<file path="src/hw/rtl/ilist_pkg.sv">
// ilist_pkg: sizes, codes and shared types of the indexed insert/delete list
// no dependencies

package ilist_pkg;

   // store size and derived widths
   localparam int CAPACITY = 1024;
   localparam int IDX_W    = (CAPACITY > 2) ? $clog2(CAPACITY) : 1;
   localparam int CNT_W    = $clog2(CAPACITY + 1);

   // field widths
   localparam int KIND_W = 3;
   localparam int POS_W  = 12;
   localparam int VAL_W  = 32;
   localparam int STAT_W = 2;
   localparam int LEN_W  = 11;

   // common width for position vs count compares
   localparam int CMP_W = (CNT_W > POS_W) ? CNT_W : POS_W;

   // read select tree: first level picks within a group, second across groups
   localparam int LO_W     = (IDX_W > 1) ? IDX_W / 2 : 1;
   localparam int GRP_SIZE = 2 ** LO_W;
   localparam int NUM_GRP  = (CAPACITY + GRP_SIZE - 1) / GRP_SIZE;
   localparam int HI_W     = (NUM_GRP > 2) ? $clog2(NUM_GRP) : 1;

   // request kinds
   localparam logic [KIND_W-1:0] KIND_READ     = 3'd0;
   localparam logic [KIND_W-1:0] KIND_INS_HEAD = 3'd1;
   localparam logic [KIND_W-1:0] KIND_INS_TAIL = 3'd2;
   localparam logic [KIND_W-1:0] KIND_INS_POS  = 3'd3;
   localparam logic [KIND_W-1:0] KIND_DEL_POS  = 3'd4;

   // status codes
   localparam logic [STAT_W-1:0] ST_DONE  = 2'd0;
   localparam logic [STAT_W-1:0] ST_RANGE = 2'd1;
   localparam logic [STAT_W-1:0] ST_FULL  = 2'd2;

   typedef logic [IDX_W-1:0]        idx_type;
   typedef logic [CNT_W-1:0]        cnt_type;
   typedef logic signed [VAL_W-1:0] val_type;

   // broadcast to every cell
   typedef struct packed {
      logic    ins;
      logic    del;
      idx_type pos;
      val_type val;
   } cell_ctrl_type;

endpackage

</file>
<file path="src/hw/rtl/ilist_rd_sel.sv">
// ilist_rd_sel: registered first-level read select over one group of cells
// depends on ilist_pkg

module ilist_rd_sel (
   input  logic                                   clock,
   input  logic [ilist_pkg::LO_W-1:0]             sel,
   input  ilist_pkg::val_type                     grp_val [ilist_pkg::GRP_SIZE],
   output ilist_pkg::val_type                     dout_ff
);

   always_ff @(posedge clock) begin
      dout_ff <= grp_val[sel];
   end

endmodule

</file>
<file path="config.mk">
export PLATFORM = sky130hd
export DESIGN_NAME = ilist_rd_sel
export DESIGN_NICKNAME = d
export VERILOG_FILES = /design/src/hw/rtl/ilist_pkg.sv /design/src/hw/rtl/ilist_rd_sel.sv
export SDC_FILE = /design/constraint.sdc
export NUM_CORES = 1
export LEC_CHECK = 0
export BUFFER_PORTS_ARGS = -buffer_cell sky130_fd_sc_hd__buf_2
export CAP_MARGIN = 20
export CORE_AREA = 2 2 412 414
export CTS_BUF_LIST = sky130_fd_sc_hd__clkbuf_2
export DETAILED_ROUTE_END_ITERATION = 7
export DIE_AREA = 0 0 414 416
export SYNTH_ARGS = -nofsm -noshare
export SYNTH_HDL_FRONTEND = slang
export SYNTH_SLANG_ARGS = --single-unit
</file>
<file path="constraint.sdc">
create_clock -name clock -period 1.2 [get_ports clock]
set_input_delay 0 -clock clock [delete_from_list [all_inputs] [get_ports clock]]
set_output_delay 0 -clock clock [all_outputs]
set_load 0.05 [all_outputs]
</file>
* Word level (Yosys, flattened, before mapping)
Cells that the tools add are included. Widths: inputs -> output; s select.
Cells by class: order comparisons 1, multiplexer cells 3, bitwise logic cells 1
Operators with widths (count):
- $bmux 32 s5 | 1
- $mux 32 | 2
- $ge 6x6->1 const B | 1
- $not 5->6 | 1
Storage, ports and cells: flip-flop bits (word level) 32, bits of input ports 1030, output and inout port bits 32, word-level logic and storage cells 6

* Logic depth before layout (Yosys ltp)
depth in word-level cells 4, gate-level depth with buffers 8, depth with buffers taken out 5

* Worst setup path before layout
No wires, ideal clock.
path type in2reg, from input sel[0] (netlist name), to register dout_ff[25], library setup time 0.124 ns, arrival time 1.072 ns, required time 1.076 ns, slack 0.004 ns, stages on the path 8, path buffers 4, cells stage by stage buf_4 buf_6 buf_6 buf_6 mux2i_1 a22oi_1 a31oi_1 nand3_1
On the way: word-level cells in the longest chain between the ends 4
Ends and longest elaborated chain:
- start: declaration | RTL line ilist_rd_sel.sv:6 | input logic [ilist_pkg::LO_W-1:0] sel,
- $not 5->6 (implied by the code) | RTL line ilist_rd_sel.sv:12 | dout_ff <= grp_val[sel];
- $bmux 32 s5 | RTL line ilist_rd_sel.sv:12
- $mux 32 (implied by the code) (2 in a row) | RTL line ilist_rd_sel.sv:12
- end signal: assignment | RTL line ilist_rd_sel.sv:12
- end: declaration | RTL line ilist_rd_sel.sv:8 | output ilist_pkg::val_type dout_ff
No other way between the ends. The select of a mux whose other input is x is not followed.

* Worst setup path after layout
from register dout_ff[11], to output dout_ff[11]
No word-level cell between the ends.

==> flow_summary.json <==
{
  "status": "finished with violations",
  "violations": "negative setup slack",
  "synthFlopType": "dfxtp_1",
  "clkTransAtPathRegs_ns": 0.40,
  "hold_start": "grp_val[317]",
  "gp_congestion": 0.9729,
  "seq_power_share_pct": 10.5,
  "clock-root-buffer": "clkbuf_2",
  "grt_usage_pct": 15.02,
  "largest-register": "dout_ff",
  "ys_warn_count": 0,
  "period_needed_ns": 1.387,
  "fmaxAchievable_ghz": 0.7212,
  "avgSynthCellArea_um2": 8.007,
  "syn_to_final_growth_pct": 208.0,
  "grt_max_degree": 60,
  "start_kind": "register",
  "dp_hpwl_um": 110600,
  "ios": 1062,
  "finalPower_w": 0.01372,
  "hp-class": "in -> reg",
  "layout_common_cells": "buf_2, dlygate4sd3_1, mux2i_1",
  "drive_gt1_share_pct": 42.87,
  "cts_tree": "done",
  "p_leak_nw": 13.98,
  "wirelength_um": 137100,
  "worstPathRequired_ns": 1.20,
  "n_fill_cell": 18750,
  "gr-total-overflow": 0,
  "yosysSeqAreaShare_pct": 6.724,
  "rsz0062_at_grt": "yes",
  "core_area_um2": 168100,
  "rows": 151,
  "syn-cell-area_um2": 9528,
  "maxSlewHeadroom_pct": 31.33,
  "critPathKind": "reg -> out",
  "comb_power_share_pct": 80.6,
  "crit_buf_inv": 1,
  "hold_viol_final": 0,
  "cts.sinks": 32,
  "slew_violations": 0,
  "cts_max_level": 2,
  "drc": 0,
  "fin_util_pct": 17.45,
  "routedWlPerCell_um": 24.67,
  "syn_nets": 2220,
  "final.setup.worst_slack_ns": -0.1865,
  "powerDensity_nw_per_um2": 467.5,
  "reg_top3": "dout_ff x32",
  "netSwitchingFraction_pct": 45.77,
  "drt_iter0_markers": 1656,
  "cap_violations": 0,
  "layout.nets": 4330,
  "slowest_delay_ns": 0.48,
  "finalSetupViolCount": 46,
  "grt_antenna_before_repair": 86,
  "synthArstFlopShare_pct": 0,
  "largest_reg_flops": 32,
  "netlist-cell-type-count": 21,
  "grt_pass1_wl_um": 178000,
  "dieArea_um2": 172200,
  "die_w_um": 414,
  "viasPerCell": 3.641,
  "pwr-share-clk_pct": 8.9,
  "initial_core_util_pct": 5.666,
  "finalCritPeriodShare_pct": 115.5,
  "cp_max_fo": 1,
  "syn_inst": 1190,
  "power.switching_w": 0.006278,
  "ant_nets": 0,
  "dr.pass1.iters": 6,
  "die_y_um": 416,
  "critPathArrivalTime_ns": 1.39,
  "grt_pass1_vias": 21490,
  "tns_ns": -3.724,
  "cpLargestDelayFamily": "flip-flops",
  "setup.worst_path.end_class": "output port",
  "path_cells": "buf_8",
  "port_buffers": 1061,
  "cts_buffers": 5,
  "cts_buffer_depth": 2,
  "final_common_cell": "buf_2",
  "p_int_w": 0.007439,
  "cp_slowest_cell": "dfxtp_4",
  "vdd.ir_drop.worst_v": 0.0003150,
  "worstMarginPinSlew_ns": 1.022,
  "critPathLaunch": "dout_ff[11]$_DFF_P_",
  "ys_seq_elements": 32,
  "vias": 20230,
  "synth_edf_count": 0
}
==> cell type report <==
cell class | instances | area, µm² | share of cell area [%]
clock buffer | 5 | 25.02 | 0.08528
clock inverter | 3 | 37.54 | 0.1279
multi-input combinational | 1032 | 8421 | 28.70
timing repair buffer | 2229 | 17300 | 58.95
tap | 2218 | 2775 | 9.457
sequential | 32 | 698.2 | 2.379
antenna | 36 | 90.09 | 0.3070
==> what timing repair did <==
action                                 in CTS  in global routing
pin swaps                                   0                  8
hold buffers                              907                  6
endpoints found under the hold margin      32                  8
gates cloned                                0                  2
setup endpoints to repair                  39                 61
resized for setup                         151                 48
buffers inserted                            0                  9
==> power groups by stage <==
| stage | logic [W] | clock network, W | registers [W] |
|---|---|---|---|
| after floorplan | 0.00254 | 0 | 0.00189 |
| after global placement | 0.00775 | 0 | 0.00137 |
| after detailed placement | 0.00775 | 0 | 0.00136 |
| after CTS | 0.0108 | 0.00141 | 0.00146 |
| after global routing | 0.0115 | 0.00140 | 0.00146 |
| final | 0.0111 | 0.00122 | 0.00144 |
==> final timing paths <==
kind | to | slack, ns | depth (start not counted)
hold / removal | dout_ff[29]$_DFF_P_ | 0.07 | 7
setup / recovery | dout_ff[11] | -0.19 | 1
==> metrics by stage <==
step / hold slack, ns / std cells / cell area, µm² / setup slack, ns
floorplan: 0.2443 / 1190 / 9528 / 0.003685
global placement: 0.3378 / 4600 / 19350 / -1.502
detailed placement: 0.3473 / 4600 / 19350 / -1.512
CTS: 0.001308 / 5515 / 28960 / -0.4174
global route: 0.01594 / 5537 / 29300 / -0.3522
finish: 0.06562 / 5555 / 29340 / -0.1865
==> logic make-up after synthesis <==
kind of cell           synth area share (%)
multiplexers                          53.79
buffers and inverters                 7.905
flip-flops                            6.724
AO/OA/AOI/OAI                         20.59
AND/OR/NAND/NOR                       10.99
==> per-layer routing <==
layer | global-route usage, % | share of wire (%) | vias up | wire, µm
li1 | - | - | 8858 | -
met1 | 17.68 | 39 | 9478 | 53430
met2 | 25.83 | 48 | 1498 | 65770
met3 | 3.765 | 8.4 | 358 | 11460
met4 | 6.271 | 4.5 | 36 | 6151
met5 | 0 | 0.18 | - | 253
==> cell usage after synthesis, types with 26 or more instances <==
cell,count,area share [%]
nand2_1,97,3.8
a21oi_1,96,5.0
nand3_1,96,5.0
a31oi_1,32,2.1
mux2i_1,512,54
clkbuf_1,43,1.7
buf_2,26,1.4
a22oi_1,96,7.6
buf_4,34,2.7
nor3_1,32,1.7
dfxtp_1,32,6.7
a22o_1,64,5.9
Power figures use the tool's default switching activity.
