$ cat config.mk
export PLATFORM = sky130hd
export DESIGN_NAME = ilist_cell
export DESIGN_NICKNAME = d
export VERILOG_FILES = /design/src/hw/rtl/ilist_pkg.sv /design/src/hw/rtl/ilist_cell.sv
export SDC_FILE = /design/constraint.sdc
export NUM_CORES = 1
export LEC_CHECK = 0
export ABC_CLOCK_PERIOD_IN_PS = 4300
export BUFFER_PORTS_ARGS = -buffer_cell sky130_fd_sc_hd__buf_2
export CAP_MARGIN = 20
export CORE_MARGIN = 2
export CORE_UTILIZATION = 32
export CTS_CLUSTER_DIAMETER = 100
export DETAILED_ROUTE_END_ITERATION = 7
export PLACE_DENSITY_LB_ADDON = 0.12
export SETUP_SLACK_MARGIN = 0.02
export SYNTH_ARGS = -nofsm -noshare
export SYNTH_HDL_FRONTEND = slang
export SYNTH_SLANG_ARGS = --single-unit
export TNS_END_PERCENT = 20
$ cat constraint.sdc
create_clock -name clock -period 4.3 [get_ports clock]
set_input_delay 0.215 -clock clock [delete_from_list [all_inputs] [get_ports clock]]
set_output_delay 0.215 -clock clock [all_outputs]
set_load 0.005 [all_outputs]
$ cat src/hw/rtl/ilist_pkg.sv
// ilist_pkg: sizes, codes and shared types of the indexed insert/delete list
// no dependencies

package ilist_pkg;

   // store size and derived widths
   localparam int CAPACITY = 1024;
   localparam int IDX_W    = (CAPACITY > 2) ? $clog2(CAPACITY) : 1;
   localparam int CNT_W    = $clog2(CAPACITY + 1);

   // field widths
   localparam int KIND_W = 3;
   localparam int POS_W  = 12;
   localparam int VAL_W  = 32;
   localparam int STAT_W = 2;
   localparam int LEN_W  = 11;

   // common width for position vs count compares
   localparam int CMP_W = (CNT_W > POS_W) ? CNT_W : POS_W;

   // read select tree: first level picks within a group, second across groups
   localparam int LO_W     = (IDX_W > 1) ? IDX_W / 2 : 1;
   localparam int GRP_SIZE = 2 ** LO_W;
   localparam int NUM_GRP  = (CAPACITY + GRP_SIZE - 1) / GRP_SIZE;
   localparam int HI_W     = (NUM_GRP > 2) ? $clog2(NUM_GRP) : 1;

   // request kinds
   localparam logic [KIND_W-1:0] KIND_READ     = 3'd0;
   localparam logic [KIND_W-1:0] KIND_INS_HEAD = 3'd1;
   localparam logic [KIND_W-1:0] KIND_INS_TAIL = 3'd2;
   localparam logic [KIND_W-1:0] KIND_INS_POS  = 3'd3;
   localparam logic [KIND_W-1:0] KIND_DEL_POS  = 3'd4;

   // status codes
   localparam logic [STAT_W-1:0] ST_DONE  = 2'd0;
   localparam logic [STAT_W-1:0] ST_RANGE = 2'd1;
   localparam logic [STAT_W-1:0] ST_FULL  = 2'd2;

   typedef logic [IDX_W-1:0]        idx_type;
   typedef logic [CNT_W-1:0]        cnt_type;
   typedef logic signed [VAL_W-1:0] val_type;

   // broadcast to every cell
   typedef struct packed {
      logic    ins;
      logic    del;
      idx_type pos;
      val_type val;
   } cell_ctrl_type;

endpackage

$ cat src/hw/rtl/ilist_cell.sv
// ilist_cell: one slot of the list, shifts with its neighbors
// depends on ilist_pkg

module ilist_cell (
   input  logic                     clock,
   input  ilist_pkg::idx_type       cell_idx,
   input  ilist_pkg::cell_ctrl_type ctrl,
   input  ilist_pkg::val_type       lower_val,
   input  ilist_pkg::val_type       upper_val,
   output ilist_pkg::val_type       val_ff
);

   ilist_pkg::val_type val_in;

   always_comb begin
      val_in = val_ff;
      if (ctrl.ins) begin
         if (cell_idx > ctrl.pos) begin
            val_in = lower_val;
         end else if (cell_idx == ctrl.pos) begin
            val_in = ctrl.val;
         end
      end else if (ctrl.del && cell_idx >= ctrl.pos) begin
         val_in = upper_val;
      end
   end

   always_ff @(posedge clock) begin
      val_ff <= val_in;
   end

endmodule

### Word-level counts from Yosys, hierarchy flattened

Index checks and enable logic that the tools add are counted.

* $lt $le $gt $ge: 2
* eq/ne operators: 2
* muxes and demuxes: 4
* reduce and logical (&&, ||, !) cells: 3

Operators by type and width (number)
* $mux W32: 4
* $eq A10 B10 Y1: 1
* $ge A10 B10 Y1: 1
* $gt A10 B10 Y1: 1
* $ne A3 B1 Y1 const B: 1
* $reduce_and A2 Y1: 1
* $reduce_bool A2 Y1: 1
* $logic_and A1 B1 Y1: 1

* register bits after elaboration: 32
* input bits: 119
* output and inout bits: 32
* word-level logic and storage cells: 12

### Logic depth before layout (Yosys ltp)

* word-level depth: 4
* mapped depth: 7
* gate-level depth less buffers: 6

### Worst setup path before layout

No wires, ideal clock.

* path kind: input to register
* start point: input ctrl[37] (netlist name)
* end point: register val_ff[0], enable pin
* library setup time: 432 ps
* arrival time: 2895 ps
* required time: 3868 ps
* path slack: 973 ps
* stages: 7
* path buffers: 1
* path through: inv_1 > ha_1 > nand4_2 > a211oi_2 > a211oi_4 > buf_8 > a21oi_1

* cells in the longest elaborated chain, start to end: 4
* elaborated cells between the ends (all ways): 7
* those cells by class: order compare (2); eq/ne (2); reduce/logical (3)

RTL lines
* start, declared: RTL line ilist_cell.sv:7 `input ilist_pkg::cell_ctrl_type ctrl,`
* $ge A10 B10 Y1: RTL line ilist_cell.sv:23 `end else if (ctrl.del && cell_idx >= ctrl.pos) begin`
* $logic_and A1 B1 Y1: RTL line ilist_cell.sv:23
* $reduce_bool A2 Y1 (no source line)
* $reduce_and A2 Y1 (no source line) *
* end signal, assigned: RTL line ilist_cell.sv:29 `val_ff <= val_in;`
* end, declared: RTL line ilist_cell.sv:10 `output ilist_pkg::val_type val_ff`

Mark *: on every way between the ends. The rest lies on a longest branch, timed or not.
A chain may end at the register's enable or synchronous reset.

### Final worst setup path

* start point: input ctrl[37] (netlist name)
* end point: register val_ff[12], enable pin

The elaborated chain is that of the path after synthesis.

==> impl_metrics.tcl <==
set metrics [dict create \
    fillerInstances 876 \
    antenna_found_initial 1 \
    clkPwrFrac_pct 22.3 \
    rsz0062_at_grt "no" \
    clockBufferDepth 2 \
    grt_max_degree 41 \
    pwr-share-comb_pct 34.0 \
    hold_class "in -> reg" \
    core_um2 8590 \
    post-dp-hpwl_mm 5.80 \
    maxSlewViolCount 0 \
    gr-total-overflow 0 \
    grt_usage_pct 17.1 \
    status "complete, no violations" \
    relSlewSlack_pct 29.6 \
    worstMarginPinSlew_ns 1.06 \
    layout-drive-gt1-share_pct 50.5 \
    drtPass1Iterations 4 \
    cts_tree "yes" \
    drv_cap 0 \
    port_buffers 150 \
    start_util_pct 32.4 \
    yosys-top-cells-area "edfxtp_1, a221oi_2, mux2i_1, a21boi_0, nor4_1" \
    largest_register_ffs 32 \
    yosysWarnings 0 \
    synth_nets 386 \
    holdWs_ns 0.308 \
    largestRegisters "val_ff (32)" \
    synth_top_area_cell "edfxtp_1" \
    peakVddDrop_mv 0.102 \
    p_int_mw 0.675 \
    stdcell_count 504 \
    post_cts.repair.setup_buffers 0 \
    required_ns 4.26 \
    cts_made_buffers 5 \
    p_per_area_nw_per_um2 265 \
    cp_max_fo 33 \
    synth_seq_cells 32 \
    ys_dominant_reg_cell "edfxtp_1" \
    ctsResizeCount 0 \
    tns_ns 0 \
    power.switching_mw 0.296 \
    place.gp.congestion 0.730 \
    ys_seq_area_share_pct 34.5 \
    fin_crit_sh_pct 65.3 \
    finalCriticalPeriod_ns 2.81 \
    placed_cells 496 \
    cp.arrival_ns 2.77 \
    leakagePower_nw 1.60 \
    nNetsFinal 524 \
    syn_area_per_cell_um2 10.8 \
    hold_start "lower_val[13]" \
    startpoint_type "input port" \
    drt_iter0_markers 107 \
    htreeDepth 2 \
    ios 151 \
    setup_viol 0 \
    vias 2628 \
    synth_cell_type_count 27 \
    utilization_pct 42.6 \
    synth_async_sr_flop_share_pct 0 \
    drc 0 \
    p_sw_share_pct 30.5 \
    finalHoldViolCount 0 \
    hold_depth 3 \
    pwr-share-seq_pct 43.8 \
    diodes 0 \
    std_cell_rows 34 \
    die-area_um2 9470 \
    whs_endpoint "val_ff[13]" \
    synth_edf_count 32 \
    fp.dieH_um 97.3 \
    cts_sinks 32 \
    die_w_um 97.3 \
    areaGrowthSynthToFinish_pct 31.3 \
    cts_hold_buf 0 \
    grt_pass1_wl_mm 13.3 \
    clk_pin_slew_ns 0.06 \
    synth_top_cell_area_share_pct 34.5 \
    routed_wl_mm 8.21 \
    grt_pass1_vias 2745 \
    endpoint_kind "register" \
    drt-vias-per-instance 5.21 \
    path_class "in -> reg" \
    wl_per_cell_um 16.3 \
    drtAntennaViolNets 0 \
    synth_area_um2 2790 \
    max_freq_ghz 0.356 \
    largest-register "val_ff" \
    cts-root-buf "clkbuf_8" \
    syn_inst 257 \
]
cells in the mapped netlist (all sizes together) (2+ instances only):
master / number
a211oi: 3
a21boi: 32
a21oi: 3
a221oi: 32
buf: 8
clkbuf: 17
edfxtp: 32
ha: 10
inv: 12
mux2i: 32
nand2: 34
nand4: 2
nor4: 32
o21ai: 2
critical path, stage by stage:
cell and delay [ns]:
buf_2 0.07, inv_1 0.03, ha_1 0.31, nand4_2 0.44, a211oi_2 0.43, a211oi_4 0.04
buf_4 0.31, a21oi_4 0.53, buf_4 0.37
final cells by class:
class | instances | area, um^2 | share of cell area (%)
Timing Repair Buffer | 156 | 796 | 21.8
Multi-Input combinational cell | 188 | 1640 | 44.9
Clock buffer | 7 | 76.3 | 2.09
Inverter | 12 | 45.0 | 1.23
Sequential cell | 32 | 961 | 26.3
Tap cell | 108 | 135 | 3.69
Clock inverter | 1 | 3.75 | 0.103
placed cells by master, fill, tap and decap left out, types with 5 or more instances in the layout:
cell type / instances
a21boi_0: 32
a221oi_2: 30
buf_2: 150
buf_4: 6
clkbuf_8: 5
edfxtp_1: 32
ha_1: 10
inv_1: 11
mux2i_1: 32
nand2_1: 34
nor4_1: 32
metal layers:
| metal | global-route usage, % | part of all wire (%) | vias to the layer above |
|---|---|---|---|
| met3 | 4.17 | 6.8 | 4 |
| li1 | - | - | 1304 |
| met1 | 22.5 | 45 | 1224 |
| met2 | 28.2 | 47 | 96 |
| met4 | 4.91 | 0.77 | 0 |
| met5 | 0 | 0 | - |
power groups by stage:
stage	sequential, mW	clock [mW]	combinational [mW]
after floorplan	0.436	0	0.183
after global placement	0.434	0	0.330
after detailed placement	0.432	0	0.333
after CTS	0.426	0.225	0.334
after global routing	0.431	0.238	0.363
final	0.425	0.216	0.330
through the flow:
step           power (mW)  area, um^2  setup slack [ns]
2_1_floorplan       0.619        2790             0.973
3_3_place_gp        0.764        3580              1.22
3_5_place_dp        0.765        3580              1.14
4_1_cts             0.986        3660              1.44
5_1_grt              1.03        3660              1.29
6_report            0.971        3660              1.49
how the worst max path moves through the flow:
stage	from	end	slack, ns	cells past startpoint
2_1_floorplan	ctrl[37]	val_ff[0]	0.97	7
4_1_cts	ctrl[37]	val_ff[19]	1.44	9
6_report	ctrl[37]	val_ff[12]	1.49	9
3_5_place_dp	ctrl[37]	val_ff[12]	1.14	9
3_3_place_gp	ctrl[37]	val_ff[19]	1.22	9
5_1_grt	ctrl[37]	val_ff[13]	1.29	9
logic make-up (layout without fill, tap and decap cells):
| family | count (synthesis) | count (layout) | synth area share [%] |
|---|---|---|---|
| AOI/OAI and AO/OA | 74 | 74 | 28.5 |
| and+or+nand+nor | 72 | 72 | 13.9 |
| buffers and inverters | 37 | 176 | 7.05 |
| muxes | 32 | 32 | 11.5 |
| DFF | 32 | 32 | 34.5 |
| adders and majority gates | 10 | 10 | 4.49 |
Power figures use the tool's default switching activity.
